File: config.mk
export PLATFORM = sky130hd
export DESIGN_NAME = nmea_numeric_field_converter_top
export DESIGN_NICKNAME = d
export VERILOG_FILES = /design/src/rtl/nnfc_pkg.sv /design/src/rtl/nnfc_accum.sv /design/src/rtl/nnfc_convert.sv /design/src/rtl/nmea_numeric_field_converter_top.sv
export SDC_FILE = /design/constraint.sdc
export NUM_CORES = 2
export LEC_CHECK = 0
export BUFFER_PORTS_ARGS = -buffer_cell sky130_fd_sc_hd__buf_2
export CAP_MARGIN = 20
export CORE_MARGIN = 8
export CORE_UTILIZATION = 60
export DETAILED_ROUTE_END_ITERATION = 8
export GPL_TIMING_DRIVEN = 1
export HOLD_SLACK_MARGIN = 0.06
export PLACE_DENSITY_LB_ADDON = 0.05
export SYNTH_ARGS = -nofsm -noshare
export SYNTH_HDL_FRONTEND = slang
export SYNTH_HIERARCHICAL = 1
export SYNTH_SLANG_ARGS = --single-unit
File: constraint.sdc
create_clock -name clk -period 7.3 [get_ports clk]
set_clock_uncertainty 0.05 [all_clocks]
set_input_delay 1.46 -clock clk [delete_from_list [all_inputs] [get_ports clk]]
set_output_delay 1.46 -clock clk [all_outputs]
set_load 0.005 [all_outputs]
File: src/rtl/nnfc_pkg.sv
`timescale 1ns / 1ps
// ----------------------------------------------------------------------------
// nnfc_pkg: shared types and constants of the NMEA numeric field converter
// Character codes, conversion kinds, field widths and the snapshot that the
// accumulator hands to the conversion pipeline when a field ends.
// ----------------------------------------------------------------------------
package nnfc_pkg;

	localparam int WHOLE_W = 30;
	localparam int FRAC_W = 14;
	localparam int DIGIT_W = 4;
	localparam int FCNT_W = 3;
	localparam int VALUE_W = 43;
	localparam int CHAR_W = 8;
	localparam int CMD_W = 2;

	// Fraction digits kept; only the first four carry weight in any mode.
	localparam int FRAC_KEEP = 4;
	localparam logic [FCNT_W-1:0] FRAC_LIMIT = FCNT_W'((FRAC_KEEP < 4) ? FRAC_KEEP : 4);

	localparam logic [CHAR_W-1:0] CHAR_COMMA = 8'h2C;
	localparam logic [CHAR_W-1:0] CHAR_POINT = 8'h2E;
	localparam logic [CHAR_W-1:0] CHAR_ZERO = 8'h30;
	localparam logic [CHAR_W-1:0] CHAR_NINE = 8'h39;

	// floor(w / 100) == (w * DIV100_RECIP) >> DIV100_SHIFT for every 30-bit w.
	localparam int DIV100_SHIFT = 37;
	localparam logic [30:0] DIV100_RECIP = 31'd1374389535;
	localparam int QUOT_W = 24;

	typedef enum logic [CMD_W-1:0] {
		KIND_COORD = 2'd0,
		KIND_TENTHS = 2'd1,
		KIND_WHOLE = 2'd2
	} kind_t;

	typedef struct packed {
		logic [WHOLE_W-1:0] whole;
		logic [FRAC_W-1:0]  frac4;
		logic [DIGIT_W-1:0] first;
		kind_t              kind;
	} field_snap_t;

	// Weight of a fraction digit in units of 1/10000, by its position.
	function automatic logic [9:0] frac_weight(input logic [FCNT_W-1:0] pos);
		logic [9:0] w;
		unique case (pos)
			3'd0: w = 10'd1000;
			3'd1: w = 10'd100;
			3'd2: w = 10'd10;
			3'd3: w = 10'd1;
			default: w = 10'd0;
		endcase
		return w;
	endfunction

endpackage

File: src/rtl/nnfc_accum.sv
`timescale 1ns / 1ps
// ----------------------------------------------------------------------------
// nnfc_accum: character register and field accumulator
// Registers each character, folds digits into the integer and fraction
// accumulators, and on a comma hands a snapshot of the field downstream.
// ----------------------------------------------------------------------------
module nnfc_accum #(
	parameter int MAX_FIELD_CHARS = 9
) (
	input  logic                        clk,
	input  logic                        arst_n,
	input  logic                        in_valid,
	output logic                        in_stall,
	input  logic [nnfc_pkg::CHAR_W-1:0] char_in,
	input  logic [nnfc_pkg::CMD_W-1:0]  command,
	output logic                        snap_valid,
	input  logic                        snap_ready,
	output nnfc_pkg::field_snap_t       snap
);
	import nnfc_pkg::*;

	localparam int CNT_W = $clog2(MAX_FIELD_CHARS + 1);
	localparam logic [CNT_W-1:0] CNT_MAX = CNT_W'(MAX_FIELD_CHARS);

	logic                v_s1;
	logic [CHAR_W-1:0]   char_s1;
	logic [CMD_W-1:0]    cmd_s1;

	logic [WHOLE_W-1:0]  whole_q;
	logic [FRAC_W-1:0]   frac_q;
	logic [DIGIT_W-1:0]  first_q;
	logic [FCNT_W-1:0]   fcnt_q;
	logic                point_q;
	logic [CNT_W-1:0]    seen_q;

	logic                comma_s1;
	logic                done_s1;
	logic                take_s1;
	logic                is_digit;
	logic [DIGIT_W-1:0]  digit;
	kind_t               kind_sel;

	assign comma_s1 = (char_s1 == CHAR_COMMA);
	assign done_s1 = v_s1 && (!comma_s1 || snap_ready);
	assign in_stall = v_s1 && !done_s1;
	assign take_s1 = done_s1 && !comma_s1 && (seen_q < CNT_MAX);
	assign is_digit = (char_s1 >= CHAR_ZERO) && (char_s1 <= CHAR_NINE);
	assign digit = DIGIT_W'(char_s1 - CHAR_ZERO);

	always_comb begin
		unique case (cmd_s1)
			KIND_COORD:  kind_sel = KIND_COORD;
			KIND_TENTHS: kind_sel = KIND_TENTHS;
			default:     kind_sel = KIND_WHOLE;
		endcase
	end

	assign snap_valid = v_s1 && comma_s1;
	assign snap = '{whole: whole_q, frac4: frac_q, first: first_q, kind: kind_sel};

	always_ff @(posedge clk or negedge arst_n) begin
		if (!arst_n) begin
			v_s1 <= 1'b0;
		end else if (in_valid && !in_stall) begin
			v_s1 <= 1'b1;
		end else if (done_s1) begin
			v_s1 <= 1'b0;
		end
	end

	always_ff @(posedge clk) begin
		if (in_valid && !in_stall) begin
			char_s1 <= char_in;
			cmd_s1 <= command;
		end
	end

	always_ff @(posedge clk or negedge arst_n) begin
		if (!arst_n) begin
			whole_q <= '0;
			frac_q <= '0;
			first_q <= '0;
			fcnt_q <= '0;
			point_q <= 1'b0;
			seen_q <= '0;
		end else if (done_s1 && comma_s1) begin
			whole_q <= '0;
			frac_q <= '0;
			first_q <= '0;
			fcnt_q <= '0;
			point_q <= 1'b0;
			seen_q <= '0;
		end else if (take_s1) begin
			seen_q <= seen_q + 1'b1;
			if (char_s1 == CHAR_POINT) begin
				point_q <= 1'b1;
			end else if (is_digit) begin
				if (!point_q) begin
					whole_q <= whole_q * WHOLE_W'(10) + WHOLE_W'(digit);
				end else if (fcnt_q < FRAC_LIMIT) begin
					frac_q <= frac_q + FRAC_W'(frac_weight(fcnt_q)) * FRAC_W'(digit);
					fcnt_q <= fcnt_q + 1'b1;
					if (fcnt_q == '0) begin
						first_q <= digit;
					end
				end
			end
		end
	end

endmodule

File: src/rtl/nnfc_convert.sv
`timescale 1ns / 1ps
// ----------------------------------------------------------------------------
// nnfc_convert: field value conversion pipeline
// Splits the integer part into degrees and minutes by a reciprocal
// multiply, then forms the value of the requested mode in the result register.
// ----------------------------------------------------------------------------
module nnfc_convert (
	input  logic                         clk,
	input  logic                         arst_n,
	input  logic                         snap_valid,
	output logic                         snap_ready,
	input  nnfc_pkg::field_snap_t        snap,
	output logic                         out_valid,
	input  logic                         out_stall,
	output logic [nnfc_pkg::VALUE_W-1:0] value,
	output logic [nnfc_pkg::CMD_W-1:0]   kind
);
	import nnfc_pkg::*;

	localparam int PROD_W = WHOLE_W + 31;
	localparam int CALC_W = VALUE_W + 1;

	logic                v_s2;
	field_snap_t         snap_s2;
	logic                v_s3;
	field_snap_t         snap_s3;
	logic [QUOT_W-1:0]   quot_s3;
	logic                out_valid_q;
	logic [VALUE_W-1:0]  value_q;
	kind_t               kind_q;

	logic                out_rdy;
	logic                rdy_s3;
	logic [PROD_W-1:0]   prod;
	logic [CALC_W-1:0]   coord;
	logic [CALC_W-1:0]   tenths;
	logic [CALC_W-1:0]   result;

	assign out_rdy = !out_valid_q || !out_stall;
	assign rdy_s3 = !v_s3 || out_rdy;
	assign snap_ready = !v_s2 || rdy_s3;

	assign prod = PROD_W'(snap_s2.whole) * PROD_W'(DIV100_RECIP);

	// (w/100)*600000 + (w%100)*10000 rewritten as w*10000 - (w/100)*400000.
	assign coord = CALC_W'(snap_s3.whole) * CALC_W'(10000) + CALC_W'(snap_s3.frac4)
		- CALC_W'(quot_s3) * CALC_W'(400000);
	assign tenths = CALC_W'(snap_s3.whole) * CALC_W'(10) + CALC_W'(snap_s3.first);

	always_comb begin
		unique case (snap_s3.kind)
			KIND_COORD:  result = coord;
			KIND_TENTHS: result = tenths;
			default:     result = CALC_W'(snap_s3.whole);
		endcase
	end

	always_ff @(posedge clk or negedge arst_n) begin
		if (!arst_n) begin
			v_s2 <= 1'b0;
			v_s3 <= 1'b0;
			out_valid_q <= 1'b0;
		end else begin
			if (snap_ready) begin
				v_s2 <= snap_valid;
			end
			if (rdy_s3) begin
				v_s3 <= v_s2;
			end
			if (out_rdy) begin
				out_valid_q <= v_s3;
			end
		end
	end

	always_ff @(posedge clk) begin
		if (snap_ready && snap_valid) begin
			snap_s2 <= snap;
		end
		if (rdy_s3 && v_s2) begin
			snap_s3 <= snap_s2;
			quot_s3 <= prod[DIV100_SHIFT +: QUOT_W];
		end
		if (out_rdy && v_s3) begin
			value_q <= result[VALUE_W-1:0];
			kind_q <= snap_s3.kind;
		end
	end

	assign out_valid = out_valid_q;
	assign value = value_q;
	assign kind = kind_q;

endmodule

File: src/rtl/nmea_numeric_field_converter_top.sv
`timescale 1ns / 1ps
// ----------------------------------------------------------------------------
// nmea_numeric_field_converter_top: NMEA numeric field converter
// Builds one numeric NMEA field from its ASCII characters and gives the
// converted value when the closing comma arrives.
// ----------------------------------------------------------------------------
// The block takes one character per clock cycle without pause, commas
// included, as long as the result side does not hold it back. Each character
// updates the field accumulators, with a multiply-by-ten accumulate for the
// integer part. A comma result passes through the character register, the
// snapshot register, the register that holds the divide-by-100 reciprocal
// multiply quotient, and the result register where the value is formed.
// Characters past MAX_FIELD_CHARS are ignored until the comma, and command
// value 3 converts as the whole-part mode.
module nmea_numeric_field_converter_top #(
	parameter int MAX_FIELD_CHARS = 9
) (
	input  logic                         clk,
	input  logic                         arst_n,
	input  logic                         in_valid,
	output logic                         in_stall,
	input  logic [nnfc_pkg::CHAR_W-1:0]  char_in,
	input  logic [nnfc_pkg::CMD_W-1:0]   command,
	output logic                         out_valid,
	input  logic                         out_stall,
	output logic [nnfc_pkg::VALUE_W-1:0] value,
	output logic [nnfc_pkg::CMD_W-1:0]   kind
);
	import nnfc_pkg::*;

	logic        snap_valid;
	logic        snap_ready;
	field_snap_t snap;

	nnfc_accum #(
		.MAX_FIELD_CHARS(MAX_FIELD_CHARS)
	) u_accum (
		.clk       (clk),
		.arst_n    (arst_n),
		.in_valid  (in_valid),
		.in_stall  (in_stall),
		.char_in   (char_in),
		.command   (command),
		.snap_valid(snap_valid),
		.snap_ready(snap_ready),
		.snap      (snap)
	);

	nnfc_convert u_convert (
		.clk       (clk),
		.arst_n    (arst_n),
		.snap_valid(snap_valid),
		.snap_ready(snap_ready),
		.snap      (snap),
		.out_valid (out_valid),
		.out_stall (out_stall),
		.value     (value),
		.kind      (kind)
	);

	// The input side only waits on a comma that the conversion pipeline cannot take.
	a_stall_cause: assert property (@(posedge clk) disable iff (!arst_n)
		in_stall |-> (snap_valid && !snap_ready))
		else $error("input stalled without a blocked field transfer");

	a_kind_code: assert property (@(posedge clk) disable iff (!arst_n)
		out_valid |-> (kind == KIND_COORD || kind == KIND_TENTHS || kind == KIND_WHOLE))
		else $error("result carries an unused conversion code");

	a_whole_range: assert property (@(posedge clk) disable iff (!arst_n)
		(out_valid && kind == KIND_WHOLE) |-> (value[VALUE_W-1:WHOLE_W] == '0))
		else $error("whole-part result exceeds the integer accumulator range");

	a_tenths_range: assert property (@(posedge clk) disable iff (!arst_n)
		(out_valid && kind == KIND_TENTHS) |-> (value[VALUE_W-1:WHOLE_W+4] == '0))
		else $error("tenths result exceeds its range");

endmodule
# Word-level counts from Yosys, hierarchy flattened
# Cells that the tools add are included.
# totals
reg_bits	239
input_bits	14
output_inout_bits	47
elab_cells	126
# op_classes
add_sub_neg	8
mul	6
order_cmp	4
eq_ne	9
muxes	40
n_reduce_logical	36
# op_table
cell	n
two-way mux 30 bit	5
case mux 43 bit (2 select lines)	1
two-way mux 14 bit	6
multiplier 30 x 31 -> 61 bit (second input constant)	1
two-way mux 10 bit	6
adder 43 x 14 -> 43 bit	1
subtractor 43 bit	1
case mux 10 bit (4 select lines)	1
multiplier 30 x 10 -> 39 bit (second input constant)	1
multiplier 24 x 12 -> 36 bit (second input constant)	1
two-way mux 4 bit	9
adder 34 x 4 -> 35 bit	1
multiplier 30 x 3 -> 33 bit (second input constant)	1
adder 30 x 4 -> 30 bit	1
multiplier 30 x 3 -> 29 bit (second input constant)	1
two-way mux 3 bit	6
equality test 8 x 6 -> 1 bit (second input constant)	2
adder 14 bit	1
multiplier 10 x 4 -> 14 bit	1
nonzero test 2 bit	7
logical AND 1 bit	11
>= comparator 8 x 6 -> 1 bit (second input constant)	1
<= comparator 8 x 6 -> 1 bit (second input constant)	1
logical NOT 1 bit	7
19 further kinds	29

# Depth between registers and ports, before layout
# logic_depth
ltp_word	18
depth_mapped	34
ltp_nobuf	33

# By module
# The synthesis kept the hierarchy.
# modules_own_cells
mod	n_inst	cells_each	area_per_inst_um2	seq_area_each_um2
nnfc_convert	1	3702	36042.1	5149.9
nnfc_accum	1	791	6802.8	1726.7

# Worst setup path after synthesis
# OpenSTA, ideal clock, no wires.
# synth_path
path_kind	reg2reg
startpoint	register u_convert/snap_s2[23] (netlist name)
endpoint	register u_convert.quot_s3[21] (data pin)
setup_time_ps	180
arrival_ps	7043
t_required_ps	7070
slack_ps	27
path_stages_with_launch	24
n_path_buf	0
period_less_slack_ps	7273
cell_sequence	edfxtp_1 -> fa_1 -> fa_1 -> fa_1 -> fa_1 -> fa_1 -> inv_1 -> fa_1 -> inv_1 -> fa_1 -> inv_1 -> fa_1 -> inv_1 -> ha_1 -> a21oi_1 -> o21ai_0 -> a31oi_1 -> nand3_1 -> a21o_1 -> o21ai_0 -> a21oi_1 -> o2111a_1 -> or3_1 -> o311ai_1
# synth_via
elab_chain_len	1
# synth_lines
item	line	rtl
from (decl)	nnfc_convert.sv:24	field_snap_t snap_s2;
from (signal assigned)	nnfc_convert.sv:78	snap_s2 <= snap;
multiplier 30 x 31 -> 61 bit	nnfc_convert.sv:43	assign prod = PROD_W'(snap_s2.whole) * PROD_W'(DIV100_RECIP);
net u_convert.prod[58]	nnfc_convert.sv:34	logic [PROD_W-1:0] prod;
to (signal assigned)	nnfc_convert.sv:82	quot_s3 <= prod[DIV100_SHIFT +: QUOT_W];
to (decl)	nnfc_convert.sv:27	logic [QUOT_W-1:0] quot_s3;
# The timed path passes the listed nets, and every way through them passes these cells.
# A chain may end at the register's enable or synchronous reset.

# Worst setup path after layout
# layout_path
startpoint	register u_convert/snap_s2[35] (netlist name)
endpoint	register u_convert.quot_s3[21] (data pin)
# Same word-level chain as after synthesis.

==> results.toml <==
[yosys]
synthMuxAreaShare_pct = 0.680
synth_edf_count = 179
synth_nets = 5833
yosys.area_share.simple_pct = 9.57
synth_top_family_by_area = "adder cells"
netlist_top_cells_count = "1066 x inv_1, 822 x ha_1, 504 x fa_1"
ys_dominant_reg_cell = "edfxtp_1"
syn_area_mm2 = 0.0428
synth_top_area_share_pct = 24.0
ys_ff_latch = 239
synthCells = 4493
yosys_warnings = 6
synthXorXnorAreaFrac_pct = 4.58
synthMostInstantiatedCell = "inv_1"
synth_cell_types = 99
synth_top_area_cell = "ha_1"
yosysSeqAreaShare_pct = 16.0
async_flop_share_pct = 25.1
synth_compound_area_share_pct = 11.8
synth_area_leaders = "ha_1 24%, fa_1 24%, edfxtp_1 13%"
synthAdderAreaFrac_pct = 47.6
syn_avg_cell_area_um2 = 9.54

[route]
vias = 32200
final_antenna_net_count = 0
post_drt_via_cell_ratio = 5.51
first_pass_iters = 5
wl_per_cell_um = 19.2
wl_mm = 112
drt-initial-drc-count = 1811
route.detailed.drc = 0

[sta]
fmax_mhz = 139
report.final.setup_viol = 0
hold_viol = 0
drv_slew = 0
setup_ws_ns = 0.131
rsz0062_at_grt = "true"
final.setup.tns_ns = 0
worst_hold_slack_ns = 0.369
tightestPinTransition_ns = 0.984
period_needed_ns = 7.17
period_share_pct = 98.2
max_slew_margin_pct = 33.5

[worst_setup_path]
ff2ff_path_depth = 22
path_class = "reg -> reg"
critical-path-top-delay-family = "adder cells"
cp_num_cells = 22
worst-path-buf-inv = 3
critPathMaxStageDelay_ns = 0.65
cp-end-kind = "flip-flop"
cp-start-kind = "flip-flop"
critPathRequiredTime_ns = 7.67
path_max_fanout = 3
critPathMostFrequentCell = "fa_1"
crit_chain = "buf_4, buf_4, ha_1, fa_2, fa_1, fa_1, fa_1, fa_1, fa_1, ha_1, ha_1, a21o_1, a21o_1, a21o_1, a221oi_2, nor2_1, a211oi_1, buf_4, a21oi_2, o2111a_2, or3_4, o311ai_4"
cpMaxStageDelayCell = "fa_1"
arrival_ns = 7.54

[power]
p_per_area_mw_per_mm2 = 128
p_leak_nw = 24.7
finalPower_mw = 6.22
peakVddDrop_uv = 210

[die]
dieArea_mm2 = 0.0802
io-pin-count = 61
chipWidth_um = 283
core_mm2 = 0.0711
start_util_pct = 60.2
row_count = 98
die_y_um = 283

[cts]
worst_setup_hold_path_clk_slew_ns = 0.06
cts_hold_buffers = 0
tritoncts = "yes"
htreeDepth = 1
clockRootBuffer = "clkbuf_16"
clockBufferDepth = 3
cts_buffers = 31
clock-sinks = 239
clock_latency_ns = 0.61

[placement]
portBuffers = 60
dp_hpwl_mm = 97.0
placed_area_mm2 = 0.0464
place_ws_ns = -0.353
finalWeightedCongestion = 0.952
dp.cells = 5749

[hold_path]
min_path_cells = 0
hp-class = "reg -> reg"

[global_routing]
first_global_vias = 32700
grt_overflow = 0
grt_max_degree = 61
antenna_found_initial = 0
track_usage_pct = 27.4
grt_first_pass_wirelength_mm = 177

[run_status]
status = "completed"

[layout]
finalInstanceArea_mm2 = 0.0485
final_cells = 5840
n_antenna_cell = 0
area_growth_pct = 13.2
drive_gt1_share_pct = 13.3
num-fill-cells = 5772
final_util_pct = 68.2
final_nets = 6205

[flow_run]
maxCapViolCount = 0
[where the power goes]
part,switching [mW],leakage [nW],total (mW),internal [mW]
combinational,1.74,21.9,3.05,1.31
clock,0.619,0.523,1.56,0.941
sequential,0.0697,2.32,1.61,1.54
total,2.43,24.7,6.22,3.79
[repair_timing]
action	CTS	global route
setup endpoints to repair	21	34
endpoints found under the hold margin	0	0
pin swaps	21	87
gates resized for setup	38	149
buffers inserted	7	26
[area by class of cell]
type	instances	area (µm²)	area share (%)
clock buffers	40	861	1.77
clock inverters	18	198	0.407
inverters	1067	4010	8.26
multi-input cells	3140	32600	67.2
flip-flops and latches	239	6880	14.2
well taps	950	1190	2.45
repair buffers	386	2790	5.75
[state kept, by name, summed over array words and instances (netlist names)]
signal	flops
u_convert/snap_s2	50
u_convert/snap_s3	50
u_convert/value	43
u_accum/whole_q	30
u_convert/quot_s3	24
u_accum/frac_q	14
u_accum/char_s1	8
u_accum/first_q	4
u_accum/seen_q	4
u_accum/fcnt_q	3
u_accum/cmd_s1	2
u_convert/kind	2
u_accum/point_q	1
u_accum/v_s1	1
u_convert/out_valid	1
u_convert/v_s2	1
u_convert/v_s3	1
[worst paths after layout]
| kind | from | endpoint | slack, ns |
|---|---|---|---|
| min in group asynchronous | arst_n | u_convert/out_valid | 0.97 |
| min | u_convert/snap_s2[13] | u_convert/snap_s3[13] | 0.37 |
| max | u_convert/snap_s2[35] | u_convert/quot_s3[21] | 0.13 |
| max in group asynchronous | arst_n | u_accum/whole_q[25] | 5.64 |
| min reg2reg | u_convert/snap_s2[13] | u_convert/snap_s3[13] | 0.37 |
| max reg2reg | u_convert/snap_s2[35] | u_convert/quot_s3[21] | 0.13 |
[cells by family after synthesis]
group,after synthesis
fa+ha+maj,1327
mux,29
buf+inv,1114
compound gates,765
simple gates,796
xor+xnor,223
flops,239
[layout by cell type (no fill, tap or decap), types with 39 or more instances in the layout]
cell type | netlist | routed
inv_1 | 1066 | 1047
fa_1 | 504 | 490
nand2_1 | 210 | 208
and2_1 | 42 | 40
xnor2_1 | 136 | 131
a21oi_1 | 209 | 184
nor2_1 | 182 | 177
edfxtp_1 | 179 | 179
o21a_1 | 39 | 39
dfrtp_1 | 60 | 60
a21o_1 | 93 | 93
o21ai_0 | 167 | 152
ha_1 | 822 | 790
xor2_1 | 86 | 84
nor3_1 | 43 | 41
buf_4 | 0 | 317
nand3_1 | 55 | 55
buf_2 | 8 | 60
[routing by layer]
layer / wire length (µm) / up-vias / track usage [%] / share of wire (%)
li1: - / 15700 / - / -
met1: 49700 / 15600 / 36.8 / 44
met2: 54800 / 680 / 48.0 / 49
met3: 4520 / 147 / 2.07 / 4.0
met4: 3080 / 0 / 6.88 / 2.7
met5: 0 / - / 0 / 0
(Power assumes the default switching activity.)
